$ cat src/hdl/vrsd_pkg.sv
// Shared types, codes and helpers for the varint record stream decoder.
`default_nettype none

package vrsd_pkg;

  // Record field phases, in stream order
  typedef enum logic [3:0] {
    PH_OPCODE = 4'd0,
    PH_FLAGS  = 4'd1,
    PH_LOGN   = 4'd2,
    PH_DST    = 4'd3,
    PH_SRC1   = 4'd4,
    PH_SRC2   = 4'd5,
    PH_MOD    = 4'd6,
    PH_IMM    = 4'd7,
    PH_AUX    = 4'd8,
    PH_DONE   = 4'd9
  } phase_t;

  // Flags byte bit positions
  localparam int unsigned FLG_SRC2 = 0;
  localparam int unsigned FLG_MOD  = 1;
  localparam int unsigned FLG_IMM  = 3;
  localparam int unsigned FLG_AUX  = 4;
  localparam int unsigned FLG_LOGN = 5;

  // Varint byte layout
  localparam logic [7:0] VARINT_PAYLOAD_MASK = 8'h7F;
  localparam int unsigned VARINT_CONT_BIT    = 7;
  localparam int unsigned VARINT_DIGIT_BITS  = 7;

  localparam int unsigned NUM_MAPS = 4;

  typedef struct packed {
    logic [7:0] in_byte;
    logic       end_of_stream;
  } in_item_t;

  typedef struct packed {
    logic [7:0]  opcode;
    logic [7:0]  flags;
    logic [7:0]  log_n;
    logic [31:0] dest_addr;
    logic [31:0] src_one;
    logic [31:0] src_two;
    logic [63:0] modulus_val;
    logic [63:0] immediate;
    logic [63:0] auxiliary;
    logic        status;
  } out_item_t;

  // First phase after cur that the record actually carries, or PH_DONE
  function automatic phase_t next_phase(input phase_t cur, input logic [7:0] flg,
                                        input logic has_ops);
    logic [8:0] need;
    phase_t     res;
    need = {flg[FLG_AUX], flg[FLG_IMM], flg[FLG_MOD], flg[FLG_SRC2],
            has_ops, has_ops, flg[FLG_LOGN], 2'b00};
    res  = PH_DONE;
    for (int q = 8; q >= 2; q--) begin
      if ((q > int'(cur)) && need[q]) begin
        res = phase_t'(4'(q));
      end
    end
    return res;
  endfunction

endpackage

`default_nettype wire

$ cat src/hdl/vrsd_in_reg.sv
// Input holding register: takes one byte transfer per cycle, stalls when full and blocked.
`default_nettype none

module vrsd_in_reg (
  input  wire logic              clk,
  input  wire logic              rst_n,
  input  wire logic              in_valid,
  output logic                   in_stall,
  input  wire vrsd_pkg::in_item_t in_data,
  input  wire logic              take,
  output logic                   held_valid,
  output vrsd_pkg::in_item_t     held_item
);
  import vrsd_pkg::*;

  logic     valid_r, valid_nxt;
  in_item_t item_r;
  logic     accept;

  // Full and not drained this cycle: hold off the sender
  assign in_stall = valid_r && !take;
  assign accept   = in_valid && !in_stall;

  always_comb begin
    valid_nxt = valid_r;
    if (accept) begin
      valid_nxt = 1'b1;
    end else if (take) begin
      valid_nxt = 1'b0;
    end
  end

  always_ff @(posedge clk) begin
    if (!rst_n) begin
      valid_r <= 1'b0;
    end else begin
      valid_r <= valid_nxt;
    end
  end

  // Payload needs no reset
  always_ff @(posedge clk) begin
    if (accept) begin
      item_r <= in_data;
    end
  end

  assign held_valid = valid_r;
  assign held_item  = item_r;

endmodule

`default_nettype wire

$ cat src/hdl/vrsd_field_decoder.sv
// Record field sequencer: varint accumulation, field capture and error detection per byte.
`default_nettype none

module vrsd_field_decoder #(
  parameter int unsigned MAX_VARINT_BYTES = 10
) (
  input  wire logic                  clk,
  input  wire logic                  rst_n,
  input  wire logic                  step,
  input  wire vrsd_pkg::in_item_t    item,
  input  wire logic [3:0][63:0]      operand_map,
  output logic                       res_valid,
  output vrsd_pkg::out_item_t        res
);
  import vrsd_pkg::*;

  localparam logic [4:0] MAX_BYTES = 5'(MAX_VARINT_BYTES);

  phase_t      phase_r, phase_nxt;
  logic [3:0]  idx_r, idx_nxt;
  logic [63:0] acc_r, acc_nxt;
  logic        failed_r, failed_nxt;
  logic [7:0]  opcode_r, opcode_nxt;
  logic [7:0]  flags_r, flags_nxt;
  logic [7:0]  logn_r, logn_nxt;
  logic [31:0] dest_r, dest_nxt;
  logic [31:0] src1_r, src1_nxt;
  logic [31:0] src2_r, src2_nxt;
  logic [63:0] mod_r, mod_nxt;
  logic [63:0] imm_r, imm_nxt;
  logic [63:0] aux_r, aux_nxt;

  logic        has_ops;
  logic [6:0]  payload;
  logic [6:0]  shamt;
  logic [63:0] acc_new;
  logic        err;
  logic        eos;
  logic [7:0]  byte_in;

  // Operand map lookup for the opcode of the current record
  assign has_ops = operand_map[opcode_r[7:6]][opcode_r[5:0]];

  assign byte_in = item.in_byte;
  assign eos     = item.end_of_stream;
  assign payload = 7'(byte_in & VARINT_PAYLOAD_MASK);
  assign shamt   = 7'(idx_r) * 7'(VARINT_DIGIT_BITS);
  assign acc_new = acc_r | (64'(payload) << shamt);

  always_comb begin
    phase_nxt  = phase_r;
    idx_nxt    = idx_r;
    acc_nxt    = acc_r;
    failed_nxt = failed_r;
    opcode_nxt = opcode_r;
    flags_nxt  = flags_r;
    logn_nxt   = logn_r;
    dest_nxt   = dest_r;
    src1_nxt   = src1_r;
    src2_nxt   = src2_r;
    mod_nxt    = mod_r;
    imm_nxt    = imm_r;
    aux_nxt    = aux_r;
    err        = 1'b0;
    res_valid  = 1'b0;
    res        = '0;

    if (failed_r) begin
      // Skip to end of stream after an error
      if (eos) begin
        phase_nxt  = PH_OPCODE;
        idx_nxt    = '0;
        acc_nxt    = '0;
        failed_nxt = 1'b0;
      end
    end else begin
      case (phase_r)
        PH_FLAGS: begin
          flags_nxt = byte_in;
          phase_nxt = next_phase(PH_FLAGS, byte_in, has_ops);
        end
        PH_LOGN: begin
          logn_nxt  = byte_in;
          phase_nxt = next_phase(PH_LOGN, flags_r, has_ops);
        end
        PH_DST, PH_SRC1, PH_SRC2, PH_MOD, PH_IMM, PH_AUX: begin
          if ((5'(idx_r) >= MAX_BYTES) || (idx_r > 4'd9)) begin
            err = 1'b1;
          end else if ((idx_r == 4'd9) && (payload[6:1] != '0)) begin
            // Payload beyond bit 63
            err = 1'b1;
          end else if (!byte_in[VARINT_CONT_BIT]) begin
            // Last byte of the varint: capture the field
            if (((phase_r == PH_DST) || (phase_r == PH_SRC1) || (phase_r == PH_SRC2)) &&
                (acc_new[63:32] != '0)) begin
              err = 1'b1;
            end else begin
              case (phase_r)
                PH_DST:  dest_nxt = acc_new[31:0];
                PH_SRC1: src1_nxt = acc_new[31:0];
                PH_SRC2: src2_nxt = acc_new[31:0];
                PH_MOD:  mod_nxt  = acc_new;
                PH_IMM:  imm_nxt  = acc_new;
                default: aux_nxt  = acc_new;
              endcase
              acc_nxt   = '0;
              idx_nxt   = '0;
              phase_nxt = next_phase(phase_r, flags_r, has_ops);
            end
          end else if ((5'(idx_r) + 5'd1) >= MAX_BYTES) begin
            // Varint too long
            err = 1'b1;
          end else begin
            idx_nxt = idx_r + 4'd1;
            acc_nxt = acc_new;
          end
        end
        default: begin
          // Opcode byte starts a fresh record
          opcode_nxt = byte_in;
          flags_nxt  = '0;
          logn_nxt   = '0;
          dest_nxt   = '0;
          src1_nxt   = '0;
          src2_nxt   = '0;
          mod_nxt    = '0;
          imm_nxt    = '0;
          aux_nxt    = '0;
          idx_nxt    = '0;
          acc_nxt    = '0;
          phase_nxt  = PH_FLAGS;
        end
      endcase

      // Completed record, or error / end of stream inside a record
      if (!err && (phase_nxt == PH_DONE)) begin
        res_valid       = 1'b1;
        res.opcode      = opcode_nxt;
        res.flags       = flags_nxt;
        res.log_n       = logn_nxt;
        res.dest_addr   = dest_nxt;
        res.src_one     = src1_nxt;
        res.src_two     = src2_nxt;
        res.modulus_val = mod_nxt;
        res.immediate   = imm_nxt;
        res.auxiliary   = aux_nxt;
        res.status      = 1'b0;
        phase_nxt       = PH_OPCODE;
        idx_nxt         = '0;
        acc_nxt         = '0;
      end else if (err || eos) begin
        res_valid  = 1'b1;
        res.status = 1'b1;
        phase_nxt  = PH_OPCODE;
        idx_nxt    = '0;
        acc_nxt    = '0;
        failed_nxt = !eos;
      end
    end
  end

  always_ff @(posedge clk) begin
    if (!rst_n) begin
      phase_r  <= PH_OPCODE;
      idx_r    <= '0;
      acc_r    <= '0;
      failed_r <= 1'b0;
      opcode_r <= '0;
      flags_r  <= '0;
      logn_r   <= '0;
      dest_r   <= '0;
      src1_r   <= '0;
      src2_r   <= '0;
      mod_r    <= '0;
      imm_r    <= '0;
      aux_r    <= '0;
    end else if (step) begin
      phase_r  <= phase_nxt;
      idx_r    <= idx_nxt;
      acc_r    <= acc_nxt;
      failed_r <= failed_nxt;
      opcode_r <= opcode_nxt;
      flags_r  <= flags_nxt;
      logn_r   <= logn_nxt;
      dest_r   <= dest_nxt;
      src1_r   <= src1_nxt;
      src2_r   <= src2_nxt;
      mod_r    <= mod_nxt;
      imm_r    <= imm_nxt;
      aux_r    <= aux_nxt;
    end
  end

endmodule

`default_nettype wire

$ cat src/hdl/vrsd_out_reg.sv
// Result register: holds one decoded record until the receiver takes it.
`default_nettype none

module vrsd_out_reg (
  input  wire logic                clk,
  input  wire logic                rst_n,
  input  wire logic                load,
  input  wire vrsd_pkg::out_item_t load_item,
  output logic                     slot_free,
  output logic                     out_valid,
  input  wire logic                out_stall,
  output vrsd_pkg::out_item_t      out_data
);
  import vrsd_pkg::*;

  logic      valid_r, valid_nxt;
  out_item_t item_r;

  // Empty, or emptying by a transfer this cycle
  assign slot_free = !valid_r || !out_stall;

  always_comb begin
    valid_nxt = valid_r;
    if (load) begin
      valid_nxt = 1'b1;
    end else if (!out_stall) begin
      valid_nxt = 1'b0;
    end
  end

  always_ff @(posedge clk) begin
    if (!rst_n) begin
      valid_r <= 1'b0;
    end else begin
      valid_r <= valid_nxt;
    end
  end

  always_ff @(posedge clk) begin
    if (load) begin
      item_r <= load_item;
    end
  end

  assign out_valid = valid_r;
  assign out_data  = item_r;

endmodule

`default_nettype wire

$ cat src/hdl/varint_record_stream_decoder.sv
// LEB128 varint record stream decoder, top level.
//
// Bytes of the record section arrive on the in_ channel (in_valid / in_stall,
// payload in_data: byte plus end-of-stream mark). Each completed record, or a
// status-truncated error record, leaves on the out_ channel as one transfer.
// A byte transfer lands in an input register; the field decoder consumes it
// once the output register has room and writes any result there, so out_valid
// is registered. One byte is consumed per cycle, sustained while the receiver
// does not stall, set by the single pass through the field decoder. When the
// receiver stalls, the output register holds its record and the decoder waits;
// once the input register holds a byte, in_stall is raised in the same cycle
// as the blocking out_stall.
// The cfg_ write channel (always ready) loads the four 64-bit operand maps;
// write them only while the decoder sits between records.
// Reset (rst_n low, synchronous) clears the maps, empties both registers
// and returns the decoder to expecting an opcode.
`default_nettype none

module varint_record_stream_decoder #(
  parameter int unsigned MAX_VARINT_BYTES = 10
) (
  input  wire logic                clk,
  input  wire logic                rst_n,
  input  wire logic                in_valid,
  output logic                     in_stall,
  input  wire vrsd_pkg::in_item_t  in_data,
  output logic                     out_valid,
  input  wire logic                out_stall,
  output vrsd_pkg::out_item_t      out_data,
  input  wire logic                cfg_valid,
  output logic                     cfg_ready,
  input  wire logic [1:0]          cfg_index,
  input  wire logic [63:0]         cfg_wdata
);
  import vrsd_pkg::*;

  logic [3:0][63:0] map_r;
  logic             held_valid;
  in_item_t         held_item;
  logic             slot_free;
  logic             step;
  logic             res_valid;
  out_item_t        res;

  // Operand map registers
  assign cfg_ready = 1'b1;

  always_ff @(posedge clk) begin
    if (!rst_n) begin
      map_r <= '0;
    end else if (cfg_valid && cfg_ready) begin
      map_r[cfg_index] <= cfg_wdata;
    end
  end

  // A held byte is consumed when the result slot can take whatever it yields
  assign step = held_valid && slot_free;

  vrsd_in_reg u_in_reg (
    .clk        (clk),
    .rst_n      (rst_n),
    .in_valid   (in_valid),
    .in_stall   (in_stall),
    .in_data    (in_data),
    .take       (step),
    .held_valid (held_valid),
    .held_item  (held_item)
  );

  vrsd_field_decoder #(
    .MAX_VARINT_BYTES (MAX_VARINT_BYTES)
  ) u_decoder (
    .clk         (clk),
    .rst_n       (rst_n),
    .step        (step),
    .item        (held_item),
    .operand_map (map_r),
    .res_valid   (res_valid),
    .res         (res)
  );

  vrsd_out_reg u_out_reg (
    .clk       (clk),
    .rst_n     (rst_n),
    .load      (step && res_valid),
    .load_item (res),
    .slot_free (slot_free),
    .out_valid (out_valid),
    .out_stall (out_stall),
    .out_data  (out_data)
  );

endmodule

`default_nettype wire
$ cat config.mk
export PLATFORM = sky130hd
export DESIGN_NAME = varint_record_stream_decoder
export DESIGN_NICKNAME = d
export VERILOG_FILES = /design/src/hdl/vrsd_pkg.sv /design/src/hdl/vrsd_in_reg.sv /design/src/hdl/vrsd_field_decoder.sv /design/src/hdl/vrsd_out_reg.sv /design/src/hdl/varint_record_stream_decoder.sv
export SDC_FILE = /design/constraint.sdc
export NUM_CORES = 2
export LEC_CHECK = 0
export ABC_AREA = 1
export BUFFER_PORTS_ARGS = -buffer_cell sky130_fd_sc_hd__buf_2
export CELL_PAD_IN_SITES_DETAIL_PLACEMENT = 0
export CELL_PAD_IN_SITES_GLOBAL_PLACEMENT = 1
export CORE_MARGIN = 2
export CORE_UTILIZATION = 40
export CTS_BUF_LIST = sky130_fd_sc_hd__clkbuf_4 sky130_fd_sc_hd__clkbuf_8 sky130_fd_sc_hd__clkbuf_16
export DETAILED_ROUTE_END_ITERATION = 10
export GPL_ROUTABILITY_DRIVEN = 0
export PLACE_DENSITY = 0.87
export SLEW_MARGIN = 20
export SYNTH_ARGS = -nofsm -noshare
export SYNTH_HDL_FRONTEND = slang
export SYNTH_HIERARCHICAL = 1
export SYNTH_SLANG_ARGS = --single-unit
$ cat constraint.sdc
create_clock -name clk -period 20.4 [get_ports clk]
set_clock_uncertainty 0.1 [all_clocks]
set_input_delay 6.12 -clock clk [delete_from_list [all_inputs] [get_ports clk]]
set_output_delay 6.12 -clock clk [all_outputs]
set_load 0.005 [all_outputs]
## Word-level counts from Yosys, hierarchy flattened

Index checks and enable logic that the tools add are counted.

- Logic and storage cells: 220
- Output and inout port bits: 316
- Flip-flop bits (word level): 965

- Reduce and logical (&&, ||, !) cells: 40
- Multiply operators: 1
- Bitwise operators: 3
- Magnitude comparators: 14
- Equality and inequality tests: 17
- Muxes and demuxes: 111
- Shifts and indexed selects: 1
- Add/subtract/negate cells: 2

Operator list:

| kind | count |
|---|---|
| 2-to-1 mux 64 bit | 26 |
| one-hot mux 64 bit (2 select lines) | 4 |
| 2-to-1 mux 32 bit | 15 |
| bitwise mux 256 bit | 1 |
| one-hot mux 32 bit (2 select lines) | 3 |
| binary-select mux 64 bit (select 2 bit) | 1 |
| demux 64 bit (select 2 bit) | 1 |
| 2-to-1 mux 4 bit | 32 |
| OR 64 bit | 1 |
| left shift 7 x 7 -> 64 bit | 1 |
| one-hot mux 8 bit (2 select lines) | 2 |
| nonzero test 32 bit | 1 |
| 2-to-1 mux 1 bit | 22 |
| == test 4 x 3 -> 1 bit (second input constant) | 4 |
| > comparator 3 x 4 -> 1 bit (first input constant) | 4 |
| logical AND 1 bit | 15 |
| OR reduction 7 bit | 2 |
| == test 4 bit (second input constant) | 3 |
| != test 6 x 5 -> 1 bit (second input constant) | 2 |
| one-hot mux 4 bit (3 select lines) | 1 |
| != test 5 x 4 -> 1 bit (second input constant) | 2 |
| == test 4 x 2 -> 1 bit (second input constant) | 2 |
| > comparator 2 x 4 -> 1 bit (first input constant) | 2 |
| 2-to-1 mux 8 bit | 1 |
| other kinds (27) | 41 |

## Depth between registers and ports, before layout

- Depth after elaboration: 21
- Mapped depth: 28

## By module

The synthesis kept the hierarchy.

Modules (own cells, without submodules):

| module | sequential area each (um2) | instances | area an instance (um2) | cells each |
|---|---|---|---|---|
| vrsd_field_decoder | 7707.4 | 1 | 27314.9 | 4772 |
| varint_record_stream_decoder | 5124.9 | 1 | 10601.4 | 1646 |
| vrsd_out_reg | 9419.0 | 1 | 9441.6 | 318 |
| vrsd_in_reg | 290.3 | 1 | 320.3 | 17 |

## Worst setup path before layout

OpenSTA, ideal clock, no wires.

- Path type: input to register
- Start: input out_stall
- End: register u_out_reg.valid_r (netlist: u_out_reg/out_valid)
- Setup slack: -168 ps
- Stages: 5
- Data required time: 20195 ps
- Arrival: 20362 ps
- Cell sequence: nand2_2 nand2_1 nor2_1 inv_1 a21oi_2

- Cells in the longest elaborated chain, start to end: 5

Ends and longest elaborated chain:

| element | line | source |
|---|---|---|
| start: declaration | varint_record_stream_decoder.sv:28 | `input wire logic out_stall,` |
| zero test 1 bit | vrsd_out_reg.sv:20 | `assign slot_free = !valid_r \|\| !out_stall;` |
| logical OR 1 bit | vrsd_out_reg.sv:20 |  |
| logical AND 1 bit | varint_record_stream_decoder.sv:57 | `assign step = held_valid && slot_free;` |
| logical AND 1 bit | varint_record_stream_decoder.sv:85 | `.load (step && res_valid),` |
| != test 2 x 1 -> 1 bit (no line) or 2-to-1 mux 1 bit (tied branches) | -- |  |
| end signal: assignment | vrsd_out_reg.sv:35 | `valid_r <= valid_nxt;` |
| end: declaration | vrsd_out_reg.sv:16 | `logic valid_r, valid_nxt;` |

Several ways; a longest one is shown, not always the timed one.
A chain may end at the register's enable or synchronous reset.

## Worst setup path in the final report

- Start: input out_stall
- End: output in_stall

- Cells in the longest elaborated chain, start to end: 5

Ends and longest elaborated chain:

| element | line | source |
|---|---|---|
| zero test 1 bit | vrsd_out_reg.sv:20 |  |
| logical OR 1 bit | vrsd_out_reg.sv:20 |  |
| via slot_free | varint_record_stream_decoder.sv:40 | `logic slot_free;` |
| logical AND 1 bit | varint_record_stream_decoder.sv:57 |  |
| via step | varint_record_stream_decoder.sv:41 | `logic step;` |
| zero test 1 bit | vrsd_in_reg.sv:21 | `assign in_stall = valid_r && !take;` |
| logical AND 1 bit | vrsd_in_reg.sv:21 |  |
| end: declaration | varint_record_stream_decoder.sv:25 | `output logic in_stall,` |

The timed path passes the listed nets, and every way through them passes these cells.

==> impl.org <==
** STA
- Fraction of the cycle the final worst path needs :: 0.641
- Total Negative Setup Slacks :: 0 ps
- Worst max-slew margin expressed relative to the limit :: 0.158
- The final max-slew violation count is 0.
- The hold violation count in the final report was 0.
- Worst slew pin tran :: about 1300 ps
- Setup violations remaining at the end of the flow were counted as 0.
- Static timing analysis puts the maximum clock frequency at about 0.076 GHz.
- Post-layout minimum cycle time :: around 13,000 ps
- Setup repair after global routing left no endpoint under its margin.

** Synthesis
- Sequential-to-total area share from yosys stat :: 0.473
- Cell Area, Synth :: 47,700 sq um
- Syn Nets :: 6,838
- Per-instance average area after synthesis :: around 7.1 sq um
- Synthesis handed over a netlist of 6,753 instances.
- Counting distinct cell types in the post-synthesis netlist gives 44.
- The Yosys step of the flow raised 6 warnings.
- Synthesized flop and latch total :: just under 1,000

** Pwr
- Leakage power :: around 24 nW
- Clk network pwr share :: 0.434
- The share of total power dissipated in sequential elements is 0.445.
- Power density relative to cell area :: 89.2 nW/um^2
- IR analysis of the VDD net gives a maximum drop of between 0.06 and 0.07 mV.
- Switch share :: 0.268
- Of the total power, combinational logic draws 0.121.
- Internal power component :: between 0.003 and 0.004 W
- Sw Pwr :: 0.00129 W

** Place
- Dpl cell area :: between 50,000 and 60,000 sq um
- Port Buf Inserts :: approximately 400
- Detailed placement finished with a half-perimeter wire length of about 89 mm.
- The number of placed instances, taps included, is approximately 8,300.

** GRT
- The via count of the first global-routing pass was approximately 37,000.
- Entering global routing, the biggest net connects around 230 pins.
- Antenna violations before repair :: 11
- Summed over all layers, the global routing overflow is 0.
- Across every metal layer, demand over resource in global routing totals 0.228.
- The first global-routing pass estimated around 220 mm of wire.

** Drt
- DR vias :: about 43,000
- Number of detailed-route iterations in the first pass :: 6
- The final layout contains routed wiring with a total length of 145 mm.
- In this run, the number of DRC markers left after iteration 0 of detailed routing was between 4,000 and 5,000.
- The count of nets left with antenna violations once routing finished came out at 0.
- Average wire per cell in the routed design :: around 17 um
- After detailed routing, the number of remaining DRC violations is 0.
- Routed via count divided by cell count :: 5.02

** Clock tree
- Latest clock arrival within the worst-skew pair :: about 700 ps
- TritonCTS built the clock tree.
- CTS buffer count :: ~110
- Clock tree synthesis found a total of between 900 and 1,000 sinks.
- Post-CTS repair changed the size of 0 cells.
- Deepest clock path buffer count :: 3
- CTS root buffer :: sky130_fd_sc_hd__clkbuf_16
- The clock tree synthesis step divided the H-tree into 3 levels.
- Buffers inserted to repair hold after CTS numbered 0.
- Once the clock tree was built, the setup fixing pass inserted 0 buffers.
- Clk slew on worst S/H paths :: roughly 60 ps

** Finish
- Net count reported at finish :: 6,949
- Seq. cell area :: between 20,000 and 25,000 sq um
- Summing all multi-input logic gate instances after layout gives roughly 18,000 sq um.
- Layout cells sized above 1 :: 0.0992
- After routing the design area is roughly 54,000 sq um.
- Finished Layout Cells :: 8,495
- Signed area change from the synthesized netlist to the final layout :: 13.5%
- For this run, the share of the core covered by cells in the final layout is 0.458.
- The layout has 11,800 filler cells.

** Setup path
- Required time of the critical path :: 14,180 ps
- Maximum fanout along the worst path :: 4
- The largest single stage delay on the critical path is about 150 ps.
- Critical-path cell with the highest stage delay :: sky130_fd_sc_hd__inv_1
- STA classifies the critical path endpoint as an output port.
- Among cell families on the critical path, the largest total delay comes from buffers and inverters.
- Category of the critical setup timing path :: input pin to output port
- Walking the worst path, the cells encountered are buf_2 -> nand2_2 -> nand2_1 -> inv_1 -> inv_1 -> nand2_2 -> inv_2 -> buf_2.
- The worst setup path is launched from an input pin.
- Arr. time, crit path :: a little under 7000 ps
- Bufs and invs on worst path :: 5

** Floorplanning
- Floorplan die area :: around 120,000 sq um
- For this design the top-level I/O count stands at between 300 and 400.
- The floorplan has around 130 rows.
- Effective utilization at floorplan :: 0.404
- Die outline height :: ~350 um
- Die extent in x :: about 350 um
- The core region is between 100,000 and 150,000 sq um.

** Run status
- The run finished with clean final reports.

** Flow run
- Across the run, the number of max-cap violations was 0.

** Min path
- Path category of the worst min-delay check :: flip-flop to flip-flop
kinds of logic after synthesis:
family,share of synthesized area
buffers and inverters,0.148
other,0.0000787
DFF,0.473
and+or+nand+nor,0.216
xor gates and xnor gates,0.000184
AOI/OAI and AO/OA,0.162
adders and majority gates,0.00131
synthesized netlist by cell type (all sizes together):
library cell / number / share of area
o21bai: 2 / 0.00031
a31oi: 1 / 0.00013
nand2: 1221 / 0.097
o211ai: 260 / 0.041
o21a: 1 / 0.00016
and3: 1 / 0.00013
conb: 1 / 0.000079
o22ai: 19 / 0.0025
nor4: 5 / 0.00066
buf: 212 / 0.022
clkinv: 8 / 0.00063
a21oi: 432 / 0.046
o31ai: 1 / 0.00016
nand3b: 1 / 0.00016
nand4: 5 / 0.00066
ha: 5 / 0.0013
nor3b: 1 / 0.00016
clkbuf: 237 / 0.019
or2: 1 / 0.00013
dfxtp: 643 / 0.27
edfxtp: 322 / 0.20
nand3: 359 / 0.038
a211oi: 1 / 0.00016
nor3: 7 / 0.00097
inv: 1351 / 0.11
a22oi: 1 / 0.00016
nor2: 993 / 0.078
o21ai: 632 / 0.066
o221ai: 29 / 0.0053
xnor2: 1 / 0.00018
power by group through the flow:
stage / sequential [W] / combinational, W / clock (W)
detailed placement: 0.00219 / 0.000576 / 0
global placement: 0.00219 / 0.000566 / 0
global route: 0.00216 / 0.000655 / 0.00221
floorplan: 0.00218 / 0.000387 / 0
CTS: 0.00215 / 0.000580 / 0.00214
finish: 0.00215 / 0.000585 / 0.00209
cell type report:
class / count / area share
Clock buffer: 156 / 0.0603
Clock inverter: 45 / 0.0110
Antenna cell: 4 / 0.000185
Inverter: 1359 / 0.0947
Timing Repair Buffer: 450 / 0.0456
Multi-Input combinational cell: 3980 / 0.336
Tap cell: 1536 / 0.0355
Sequential cell: 965 / 0.417
worst paths after layout:
kind | from | to | cells past startpoint | slack [ps]
min reg2reg | u_decoder/acc_r[3] | u_decoder/acc_r[3] | 2 | 380
max reg2reg | u_decoder/opcode_r[6] | u_out_reg/out_data[118] | 23 | 13080
max | out_stall | in_stall | 8 | 7320
min | u_decoder/acc_r[3] | u_decoder/acc_r[3] | 2 | 380
layer usage:
layer	part of all wire	GRT usage	vias up	routed length, um
met1	0.47	0.332	19800	68500
met3	0.063	0.0314	187	9110
met5	0.000090	0	-	13
met2	0.44	0.351	1297	63300
li1	-	-	21300	-
met4	0.026	0.0632	2	3800
worst reg2reg max path, cell delays in order, from the launching register on:
cell	delay (ps)
sky130_fd_sc_hd__dfxtp_4	480
sky130_fd_sc_hd__clkinv_2	80
sky130_fd_sc_hd__buf_4	590
sky130_fd_sc_hd__buf_4	900
sky130_fd_sc_hd__nand2_1	140
sky130_fd_sc_hd__nand3_1	130
sky130_fd_sc_hd__nand3_1	100
sky130_fd_sc_hd__nand3_1	140
sky130_fd_sc_hd__nand3_1	120
sky130_fd_sc_hd__nand2_1	230
sky130_fd_sc_hd__nand2_1	90
sky130_fd_sc_hd__nand3_1	90
sky130_fd_sc_hd__nand3_1	70
sky130_fd_sc_hd__nand2_1	300
sky130_fd_sc_hd__nand2_1	170
sky130_fd_sc_hd__nand3_1	110
sky130_fd_sc_hd__nand2_1	70
sky130_fd_sc_hd__a21oi_2	190
sky130_fd_sc_hd__nand3_2	240
sky130_fd_sc_hd__a21oi_1	210
sky130_fd_sc_hd__inv_1	100
sky130_fd_sc_hd__nor2_4	640
sky130_fd_sc_hd__buf_4	700
sky130_fd_sc_hd__buf_12	600
through the flow:
stage | total power (W) | setup WS [ps] | hold slack (ps)
final | 0.00483 | 7320 | 379
after CTS | 0.00486 | 7320 | 382
after detailed placement | 0.00277 | 7320 | 367
after floorplan | 0.00257 | 5290 | 346
after global placement | 0.00275 | 7320 | 354
after global routing | 0.00503 | 7290 | 401
state kept, by name, summed over array words and instances (netlist names), 64 cells and up:
| register | flops |
|---|---|
| u_out_reg/out_data | 313 |
| u_decoder/aux_r | 64 |
| map_r | 256 |
| u_decoder/imm_r | 64 |
| u_decoder/acc_r | 64 |
| u_decoder/mod_r | 64 |
cells in the final DEF, fill, tap and decap left out, types with 6 or more instances in the layout:
master / Yosys / routed
sky130_fd_sc_hd__inv_2: 10 / 10
sky130_fd_sc_hd__nor2_4: 1 / 6
sky130_fd_sc_hd__buf_4: 7 / 51
sky130_fd_sc_hd__o211ai_1: 259 / 259
sky130_fd_sc_hd__clkinv_2: 0 / 18
sky130_fd_sc_hd__clkbuf_8: 0 / 18
sky130_fd_sc_hd__buf_2: 147 / 392
sky130_fd_sc_hd__dfxtp_1: 643 / 641
sky130_fd_sc_hd__o21ai_0: 631 / 628
sky130_fd_sc_hd__edfxtp_1: 322 / 322
sky130_fd_sc_hd__nor3_1: 6 / 6
sky130_fd_sc_hd__nor2_1: 989 / 984
sky130_fd_sc_hd__inv_1: 1341 / 1336
sky130_fd_sc_hd__o22ai_1: 19 / 19
sky130_fd_sc_hd__clkbuf_16: 0 / 113
sky130_fd_sc_hd__o221ai_1: 29 / 29
sky130_fd_sc_hd__nand2_1: 1214 / 1213
sky130_fd_sc_hd__nand3_1: 358 / 352
sky130_fd_sc_hd__clkbuf_4: 0 / 25
sky130_fd_sc_hd__bufinv_16: 0 / 13
sky130_fd_sc_hd__a21oi_1: 429 / 429
sky130_fd_sc_hd__clkinv_1: 8 / 15
(Power assumes the default switching activity.)
